`config.mk`:
```
export PLATFORM = sky130hd
export DESIGN_NAME = melody_note_sequencer_unit
export DESIGN_NICKNAME = d
export VERILOG_FILES = /design/src/design/mns_pkg.sv /design/src/design/mns_note_mem.sv /design/src/design/mns_play_ctrl.sv /design/src/design/melody_note_sequencer_unit.sv
export SDC_FILE = /design/constraint.sdc
export NUM_CORES = 2
export LEC_CHECK = 0
export ABC_CLOCK_PERIOD_IN_PS = 19450
export BUFFER_PORTS_ARGS = -buffer_cell sky130_fd_sc_hd__clkbuf_2
export CAP_MARGIN = 15
export CORE_ASPECT_RATIO = 2
export CORE_UTILIZATION = 30
export DETAILED_ROUTE_END_ITERATION = 6
export GPL_ROUTABILITY_DRIVEN = 0
export SYNTH_ARGS = -nofsm -noshare
export SYNTH_HDL_FRONTEND = slang
export SYNTH_HIERARCHICAL = 1
export SYNTH_SLANG_ARGS = --single-unit
```
`constraint.sdc`:
```
create_clock -name clock -period 19.45 [get_ports clock]
set_input_delay 2.9175 -clock clock [delete_from_list [all_inputs] [get_ports clock]]
set_output_delay 2.9175 -clock clock [all_outputs]
set_load 0.02 [all_outputs]
```
`src/design/mns_pkg.sv`:
```
// Shared types, constants and the duty lookup table for the melody note sequencer.
package mns_pkg;

   localparam int MAX_NOTES_DEF = 64;

   localparam int FREQ_W    = 16;
   localparam int MS_W      = 16;
   localparam int ENTRY_W   = FREQ_W + MS_W;
   localparam int TIME_W    = 32;
   localparam int DUTY_W    = 8;
   localparam int VOL_W     = 2;
   localparam int LEN_W     = 7;
   localparam int NIDX_W    = 6;
   localparam int CSR_ADDR_W = 3;
   localparam int CSR_DATA_W = 7;

   localparam logic [CSR_ADDR_W-1:0] CSR_AUDIO_EN = 3'd0;
   localparam logic [CSR_ADDR_W-1:0] CSR_VOLUME   = 3'd1;
   localparam logic [CSR_ADDR_W-1:0] CSR_MUSIC_EN = 3'd2;
   localparam logic [CSR_ADDR_W-1:0] CSR_LENGTH   = 3'd3;
   localparam logic [CSR_ADDR_W-1:0] CSR_LOOP_EN  = 3'd4;

   localparam logic [DUTY_W-1:0] DUTY_STEPS [4] = '{8'd0, 8'd6, 8'd12, 8'd26};

   typedef enum logic [1:0] {
      ACT_WRITE = 2'd0,
      ACT_START = 2'd1,
      ACT_STOP  = 2'd2,
      ACT_TICK  = 2'd3
   } act_type;

   typedef struct packed {
      act_type                 action;
      logic [NIDX_W-1:0]       note_index;
      logic [FREQ_W-1:0]       note_freq;
      logic [MS_W-1:0]         note_ms;
      logic [TIME_W-1:0]       now_ms;
   } req_type;

   typedef struct packed {
      logic                    audio_en;
      logic [VOL_W-1:0]        volume;
      logic                    music_en;
      logic [LEN_W-1:0]        length;
      logic                    loop_en;
   } cfg_type;

   typedef struct packed {
      logic                    speaker_write;
      logic [FREQ_W-1:0]       tone_freq;
      logic [DUTY_W-1:0]       tone_duty;
      logic                    playing;
   } rsp_type;

endpackage

```
`src/design/mns_note_mem.sv`:
```
// Note table memory: one write port, two registered read ports with write-through.
module mns_note_mem #(
   parameter int Depth = mns_pkg::MAX_NOTES_DEF
) (
   input  logic                          clock,
   input  logic                          wr_en,
   input  logic [$clog2(Depth)-1:0]      wr_addr,
   input  logic [mns_pkg::ENTRY_W-1:0]   wr_data,
   input  logic [$clog2(Depth)-1:0]      rd_addr_a,
   input  logic [$clog2(Depth)-1:0]      rd_addr_b,
   output logic [mns_pkg::ENTRY_W-1:0]   rd_data_a,
   output logic [mns_pkg::ENTRY_W-1:0]   rd_data_b
);

   logic [mns_pkg::ENTRY_W-1:0] note_mem_ff [Depth];

   always_ff @(posedge clock) begin
      if (wr_en) begin
         note_mem_ff[wr_addr] <= wr_data;
      end
   end

   // forward a same-cycle write so the read ports never see a stale entry
   always_ff @(posedge clock) begin
      if (wr_en && (wr_addr == rd_addr_a)) begin
         rd_data_a <= wr_data;
      end else begin
         rd_data_a <= note_mem_ff[rd_addr_a];
      end
      if (wr_en && (wr_addr == rd_addr_b)) begin
         rd_data_b <= wr_data;
      end else begin
         rd_data_b <= note_mem_ff[rd_addr_b];
      end
   end

endmodule

```
`src/design/mns_play_ctrl.sv`:
```
// Playback state and per-item decision logic of the note sequencer.
module mns_play_ctrl #(
   parameter int MaxNotes = mns_pkg::MAX_NOTES_DEF
) (
   input  logic                              clock,
   input  logic                              reset,
   input  logic                              proc,
   input  mns_pkg::req_type                  req,
   input  mns_pkg::cfg_type                  cfg,
   input  logic [mns_pkg::LEN_W-1:0]         len_nxt,
   input  logic                              play_clr,
   input  logic [mns_pkg::ENTRY_W-1:0]       cur_entry,
   input  logic [mns_pkg::ENTRY_W-1:0]       succ_entry,
   output logic                              wr_en,
   output logic [$clog2(MaxNotes)-1:0]       wr_addr,
   output logic [mns_pkg::ENTRY_W-1:0]       wr_data,
   output logic [$clog2(MaxNotes)-1:0]       cur_addr,
   output logic [$clog2(MaxNotes)-1:0]       succ_addr,
   output mns_pkg::rsp_type                  rsp,
   output logic                              active
);

   localparam int IdxW = $clog2(MaxNotes);

   logic [IdxW-1:0]                 pos_ff, pos_in;
   logic [mns_pkg::TIME_W-1:0]      begin_ff, begin_in;
   logic                            started_ff, started_in;
   logic                            active_ff, active_in;

   logic [IdxW:0]                   pos_p1;
   logic [IdxW:0]                   nxt_p1;
   logic                            at_end;
   logic                            due;
   logic [mns_pkg::TIME_W-1:0]      elapsed;
   logic [mns_pkg::FREQ_W-1:0]      cur_freq;
   logic [mns_pkg::MS_W-1:0]        cur_ms;
   logic [mns_pkg::FREQ_W-1:0]      succ_freq;
   logic                            spk;
   logic [mns_pkg::FREQ_W-1:0]      freq;

   assign cur_freq  = cur_entry[mns_pkg::ENTRY_W-1:mns_pkg::MS_W];
   assign cur_ms    = cur_entry[mns_pkg::MS_W-1:0];
   assign succ_freq = succ_entry[mns_pkg::ENTRY_W-1:mns_pkg::MS_W];

   assign pos_p1  = {1'b0, pos_ff} + 1'b1;
   assign at_end  = (32'(pos_p1) >= 32'(cfg.length)) || (32'(pos_p1) >= MaxNotes);
   assign elapsed = req.now_ms - begin_ff;
   assign due     = elapsed >= 32'(cur_ms);

   always_comb begin
      pos_in     = pos_ff;
      begin_in   = begin_ff;
      started_in = started_ff;
      active_in  = active_ff;
      spk        = 1'b0;
      freq       = '0;
      wr_en      = 1'b0;
      wr_addr    = IdxW'(req.note_index);
      wr_data    = {req.note_freq, req.note_ms};
      if (proc) begin
         case (req.action)
            mns_pkg::ACT_WRITE: begin
               wr_en = 32'(req.note_index) < MaxNotes;
            end
            mns_pkg::ACT_START: begin
               if (cfg.audio_en && cfg.music_en && (cfg.volume != '0) &&
                   (cfg.length != '0)) begin
                  pos_in     = '0;
                  started_in = 1'b0;
                  active_in  = 1'b1;
               end
            end
            mns_pkg::ACT_STOP: begin
               active_in = 1'b0;
               spk       = 1'b1;
            end
            mns_pkg::ACT_TICK: begin
               if (active_ff && cfg.audio_en) begin
                  if (!started_ff) begin
                     started_in = 1'b1;
                     begin_in   = req.now_ms;
                     spk        = 1'b1;
                     freq       = cur_freq;
                  end else if (due) begin
                     if (at_end && !cfg.loop_en) begin
                        active_in = 1'b0;
                        spk       = 1'b1;
                     end else begin
                        pos_in   = at_end ? '0 : pos_p1[IdxW-1:0];
                        begin_in = req.now_ms;
                        spk      = 1'b1;
                        freq     = succ_freq;
                     end
                  end
               end
            end
            default: begin
               active_in = active_ff;
            end
         endcase
      end
      if (play_clr) begin
         active_in = 1'b0;
      end
   end

   // read addresses follow the next position so the registered data lines up
   assign nxt_p1    = {1'b0, pos_in} + 1'b1;
   assign cur_addr  = pos_in;
   assign succ_addr = ((32'(nxt_p1) >= 32'(len_nxt)) || (32'(nxt_p1) >= MaxNotes)) ?
                      '0 : nxt_p1[IdxW-1:0];

   always_comb begin
      rsp.speaker_write = spk;
      rsp.tone_freq     = freq;
      rsp.tone_duty     = (spk && (freq != '0)) ? mns_pkg::DUTY_STEPS[cfg.volume] : '0;
      rsp.playing       = active_in;
   end

   assign active = active_ff;

   always_ff @(posedge clock) begin
      if (reset) begin
         pos_ff     <= '0;
         begin_ff   <= '0;
         started_ff <= 1'b0;
         active_ff  <= 1'b0;
      end else begin
         pos_ff     <= pos_in;
         begin_ff   <= begin_in;
         started_ff <= started_in;
         active_ff  <= active_in;
      end
   end

endmodule

```
`src/design/melody_note_sequencer_unit.sv`:
```
// Melody note sequencer top level: input register, playback control, result register.
//
// One item enters per cycle while the input is not stalled; the item is held in an input
// register, decided by the playback logic against the note table and the playback state,
// and lands in a result register that waits for the consumer. Sustained rate is one item
// per clock while the consumer does not stall; the note table is a memory with one
// write port and two registered read ports (current note and following note), whose
// addresses track the next playback position so the entries are ready when a tick is
// decided. Note writes go through to the read ports in the same cycle. Register writes
// take effect at the next clock and are meant for times with no item in flight; turning
// off audio, music or volume ends playback at once.
module melody_note_sequencer_unit #(
   parameter int MaxNotes = mns_pkg::MAX_NOTES_DEF
) (
   input  logic                              clock,
   input  logic                              reset,
   input  logic                              req_valid,
   output logic                              req_stall,
   input  logic [1:0]                        req_action,
   input  logic [mns_pkg::NIDX_W-1:0]        req_note_index,
   input  logic [mns_pkg::FREQ_W-1:0]        req_note_freq,
   input  logic [mns_pkg::MS_W-1:0]          req_note_ms,
   input  logic [mns_pkg::TIME_W-1:0]        req_now_ms,
   output logic                              rsp_valid,
   input  logic                              rsp_stall,
   output logic                              rsp_speaker_write,
   output logic [mns_pkg::FREQ_W-1:0]        rsp_tone_freq,
   output logic [mns_pkg::DUTY_W-1:0]        rsp_tone_duty,
   output logic                              rsp_playing,
   input  logic                              csr_we,
   input  logic [mns_pkg::CSR_ADDR_W-1:0]    csr_addr,
   input  logic [mns_pkg::CSR_DATA_W-1:0]    csr_wdata
);

   localparam int IdxW = $clog2(MaxNotes);

   mns_pkg::cfg_type                 cfg_ff, cfg_in;
   logic                             play_clr;

   logic                             s1_vld_ff, s1_vld_in;
   mns_pkg::req_type                 s1_req_ff;
   logic                             rsp_vld_ff, rsp_vld_in;
   mns_pkg::rsp_type                 rsp_ff;
   logic                             req_take;
   logic                             rsp_load;

   logic                             mem_wr_en;
   logic [IdxW-1:0]                  mem_wr_addr;
   logic [mns_pkg::ENTRY_W-1:0]      mem_wr_data;
   logic [IdxW-1:0]                  cur_addr;
   logic [IdxW-1:0]                  succ_addr;
   logic [mns_pkg::ENTRY_W-1:0]      cur_entry;
   logic [mns_pkg::ENTRY_W-1:0]      succ_entry;
   mns_pkg::rsp_type                 ctrl_rsp;
   logic                             play_active;

   // configuration registers
   always_comb begin
      cfg_in   = cfg_ff;
      play_clr = 1'b0;
      if (csr_we) begin
         case (csr_addr)
            mns_pkg::CSR_AUDIO_EN: begin
               cfg_in.audio_en = csr_wdata[0];
               play_clr        = !csr_wdata[0];
            end
            mns_pkg::CSR_VOLUME: begin
               cfg_in.volume = csr_wdata[mns_pkg::VOL_W-1:0];
               play_clr      = (csr_wdata[mns_pkg::VOL_W-1:0] == '0);
            end
            mns_pkg::CSR_MUSIC_EN: begin
               cfg_in.music_en = csr_wdata[0];
               play_clr        = !csr_wdata[0];
            end
            mns_pkg::CSR_LENGTH: begin
               // saturate to the table depth
               cfg_in.length = (32'(csr_wdata) > MaxNotes) ?
                               mns_pkg::LEN_W'(MaxNotes) : csr_wdata;
            end
            mns_pkg::CSR_LOOP_EN: begin
               cfg_in.loop_en = csr_wdata[0];
            end
            default: begin
               cfg_in = cfg_ff;
            end
         endcase
      end
   end

   always_ff @(posedge clock) begin
      if (reset) begin
         cfg_ff.audio_en <= 1'b1;
         cfg_ff.volume   <= 2'd2;
         cfg_ff.music_en <= 1'b1;
         cfg_ff.length   <= '0;
         cfg_ff.loop_en  <= 1'b1;
      end else begin
         cfg_ff <= cfg_in;
      end
   end

   // pipeline flow: input register, then result register
   assign rsp_load   = s1_vld_ff && (!rsp_vld_ff || !rsp_stall);
   assign req_stall  = s1_vld_ff && !rsp_load;
   assign req_take   = req_valid && !req_stall;
   assign s1_vld_in  = req_take || (s1_vld_ff && !rsp_load);
   assign rsp_vld_in = rsp_load || (rsp_vld_ff && rsp_stall);

   always_ff @(posedge clock) begin
      if (reset) begin
         s1_vld_ff  <= 1'b0;
         rsp_vld_ff <= 1'b0;
      end else begin
         s1_vld_ff  <= s1_vld_in;
         rsp_vld_ff <= rsp_vld_in;
      end
   end

   always_ff @(posedge clock) begin
      if (req_take) begin
         s1_req_ff.action     <= mns_pkg::act_type'(req_action);
         s1_req_ff.note_index <= req_note_index;
         s1_req_ff.note_freq  <= req_note_freq;
         s1_req_ff.note_ms    <= req_note_ms;
         s1_req_ff.now_ms     <= req_now_ms;
      end
      if (rsp_load) begin
         rsp_ff <= ctrl_rsp;
      end
   end

   mns_play_ctrl #(
      .MaxNotes (MaxNotes)
   ) u_ctrl (
      .clock      (clock),
      .reset      (reset),
      .proc       (rsp_load),
      .req        (s1_req_ff),
      .cfg        (cfg_ff),
      .len_nxt    (cfg_in.length),
      .play_clr   (play_clr),
      .cur_entry  (cur_entry),
      .succ_entry (succ_entry),
      .wr_en      (mem_wr_en),
      .wr_addr    (mem_wr_addr),
      .wr_data    (mem_wr_data),
      .cur_addr   (cur_addr),
      .succ_addr  (succ_addr),
      .rsp        (ctrl_rsp),
      .active     (play_active)
   );

   mns_note_mem #(
      .Depth (MaxNotes)
   ) u_mem (
      .clock     (clock),
      .wr_en     (mem_wr_en),
      .wr_addr   (mem_wr_addr),
      .wr_data   (mem_wr_data),
      .rd_addr_a (cur_addr),
      .rd_addr_b (succ_addr),
      .rd_data_a (cur_entry),
      .rd_data_b (succ_entry)
   );

   assign rsp_valid         = rsp_vld_ff;
   assign rsp_speaker_write = rsp_ff.speaker_write;
   assign rsp_tone_freq     = rsp_ff.tone_freq;
   assign rsp_tone_duty     = rsp_ff.tone_duty;
   assign rsp_playing       = rsp_ff.playing;

   // a result without a speaker write carries no tone
   a_quiet_no_write: assert property (@(posedge clock) disable iff (reset)
      (rsp_vld_ff && !rsp_ff.speaker_write) |-> (rsp_ff.tone_freq == '0 &&
                                                 rsp_ff.tone_duty == '0))
      else $error("result without speaker write carries a tone");

   // a rest is never driven with a nonzero duty
   a_rest_silent: assert property (@(posedge clock) disable iff (reset)
      (rsp_vld_ff && rsp_ff.tone_freq == '0) |-> (rsp_ff.tone_duty == '0))
      else $error("rest written with nonzero duty");

   // a stop lands as a silent speaker write with playback ended
   a_stop_result: assert property (@(posedge clock) disable iff (reset)
      (rsp_load && s1_req_ff.action == mns_pkg::ACT_STOP && !play_clr) |=>
         (rsp_vld_ff && rsp_ff.speaker_write && !rsp_ff.playing && !play_active))
      else $error("stop did not end playback");

   // disabling audio, music or volume ends playback at the next clock
   a_disable_stops: assert property (@(posedge clock) disable iff (reset)
      play_clr |=> !play_active)
      else $error("playback survived a disable write");

endmodule
```
==> flow_metrics.env <==
export IMPL_outcome="finished, final reports clean"
export IMPL_drc=0
export IMPL_syn_cell_area_mm2=0.0963
export IMPL_viasPerCell=5.48
export IMPL_r2r_worst_path_cells=31
export IMPL_clk_latency_ns=0.87
export IMPL_grt_max_degree=105
export IMPL_relSlewSlack_pct=6.38
export IMPL_start_kind="flip-flop"
export IMPL_min_to="u_ctrl/begin_ff[25]"
export IMPL_swShare_pct=21.4
export IMPL_avgSynthCellArea_um2=19.7
export IMPL_grtUsageTotal_pct=17.7
export IMPL_fin_skew_ns=0.0586
export IMPL_p_sw_mw=2.00
export IMPL_wl_um=292000
export IMPL_cp_max_fo=52
export IMPL_internal_power_mw=7.36
export IMPL_cts_tree="done"
export IMPL_grt_pass1_vias=52531
export IMPL_min_period_ns=9.68
export IMPL_pwr_share_clk_pct=40.5
export IMPL_cts_resized=0
export IMPL_die_h_um=803
export IMPL_slowest_delay_ns=0.89
export IMPL_grtUsageMet3_pct=2.39
export IMPL_nNetsFinal=5089
export IMPL_met2_usage_pct=33.2
export IMPL_drt_iter0_markers=5005
export IMPL_firstDrtPassIters=7
export IMPL_wire_per_inst_um=31.7
export IMPL_cts_made_buffers=192
export IMPL_use_met1_pct=19.2
export IMPL_crit_type="flip-flop to flip-flop"
export IMPL_max_freq_mhz=103
export IMPL_cellLeakagePower_nw=31.4
export IMPL_start_util_pct=30.2
export IMPL_hold_viol=0
export IMPL_grt_pass1_wl_um=405000
export IMPL_p_comb_share_pct=3.5
export IMPL_clk_pin_slew_ns=0.07
export IMPL_worstSetupEndpointType="flip-flop"
export IMPL_worstMarginPinSlew_ns=1.40
export IMPL_die_area_mm2=0.323
export IMPL_port_buffer_count=114
export IMPL_cp_required_ns=20.22
export IMPL_setup_violations=0
export IMPL_ys_warn_count=6
export IMPL_arrival_ns=10.45
export IMPL_cts_root_buf="clkbuf_16"
export IMPL_core_area_mm2=0.319
export IMPL_crit_slowest_cell="dfxtp_4"
export IMPL_min_path_cells=2
export IMPL_antenna_found_initial=11
export IMPL_drive_above_1_share_pct=30.8
export IMPL_cts_htree_levels=4
export IMPL_min_from="u_ctrl/begin_ff[25]"
export IMPL_dp_slack_ns=9.75
export IMPL_area_delta_synth_final_pct=11.9
export IMPL_max_cap_violations=0
export IMPL_cts_setup_buffers=0
export IMPL_synthCells=4880
export IMPL_grt_ovfl_total=0
export IMPL_fillers=29775
export IMPL_fin_crit_sh_pct=49.8
export IMPL_finalMaxSlewViolations=0
export IMPL_rows=293
export IMPL_holdBufCountCts=0
export IMPL_reg2reg_slack_ns=9.77
export IMPL_cts_sinks=2212
export IMPL_die_w_um=403
export IMPL_cts_max_path_buffers=4
export IMPL_seq_power_share_pct=56.1
export IMPL_io_pins=115
export IMPL_dp_hpwl_um=177000
export IMPL_antenna_left=0
export IMPL_vias=50519
export IMPL_grt_busiest_layer="met2"
export IMPL_rsz0062_at_grt="no"
export IMPL_hold_path_class="flip-flop to flip-flop"
export IMPL_tns_ns=0
export IMPL_power_density_mw_per_mm2=86.9
export IMPL_layout_setup_ws_ns=9.77
export IMPL_vdd_drop_max_mv=0.0656
[how the worst max path moves through the flow]
stage                                           to  cells past startpoint
after floorplan           u_mem/note_mem_ff[48][0]                      4
after detailed placement                 flip-flop                     31
after CTS                                flip-flop                     31
final                                    flip-flop                     31
after global placement                   flip-flop                     31
after global routing                     flip-flop                     31
[flip-flops by register name, indices dropped and copies added (netlist names), 6 cells and up, named ones only]
| signal | count |
|---|---|
| u_ctrl/begin_ff | 32 |
| rsp_tone_duty | 8 |
| u_mem/note_mem_ff | 2048 |
| rsp_tone_freq | 16 |
| s1_req_ff | 72 |
| cfg_ff | 12 |
| u_ctrl/pos_ff | 6 |
[metrics by stage]
stage | hold WS (ns) | cells | power (mW) | util, % | area, µm²
after floorplan | 0.436 | 4883 | 5.57 | - | 96300
after global placement | 0.442 | 8869 | 5.68 | 31.9 | 102000
after detailed placement | 0.447 | 8871 | 5.68 | 31.9 | 102000
after CTS | 0.455 | 9209 | 9.43 | 33.8 | 108000
after global routing | 0.473 | 9211 | 9.59 | 33.8 | 108000
final | 0.453 | 9212 | 9.36 | 33.8 | 108000
[cell type report]
cell class	count	area (µm²)	share of cell area [%]
clock inverters	116	992	0.921
flip-flops and latches	2212	65800	61.1
multi-input cells	2157	28500	26.5
repair buffers	281	1960	1.82
diodes	2	5.00	0.00465
clock buffers	222	4970	4.61
well taps	4130	5170	4.80
inverters	92	345	0.321
[metal layers]
metal	vias to the layer above	wire length, µm
li1	20348	-
met1	27415	101000
met2	2161	159000
met3	591	16600
met4	4	16100
met5	-	27
[worst max-delay path, delay by kind of cell (launching register included)]
family | cells | cell delay [ns]
mux | 2 | 0.42
simple gates | 7 | 0.96
buf+inv | 4 | 2.22
fa+ha+maj | 3 | 0.90
compound gates | 14 | 3.81
flops | 1 | 0.89
xor+xnor | 1 | 0.22
[cells in the final DEF, fill, tap and decap left out, types with 39 or more instances in the layout]
master,count
clkbuf_16,193
mux2i_1,172
nand2_1,209
a22oi_1,60
clkinv_1,40
edfxtp_1,2146
ha_1,65
nor2_4,64
o21ai_0,39
buf_4,156
mux4_2,845
a21oi_1,133
inv_1,91
o22ai_1,59
clkbuf_2,114
nor2_1,70
dfxtp_1,56
[power by group through the flow]
| stage | Clock [mW] | Sequential (mW) | Combinational (mW) |
|---|---|---|---|
| floorplan | 0 | 5.35 | 0.223 |
| global placement | 0 | 5.36 | 0.319 |
| detailed placement | 0 | 5.36 | 0.325 |
| CTS | 3.85 | 5.25 | 0.326 |
| global route | 3.99 | 5.25 | 0.345 |
| finish | 3.79 | 5.25 | 0.324 |
Power figures use the tool's default switching activity.
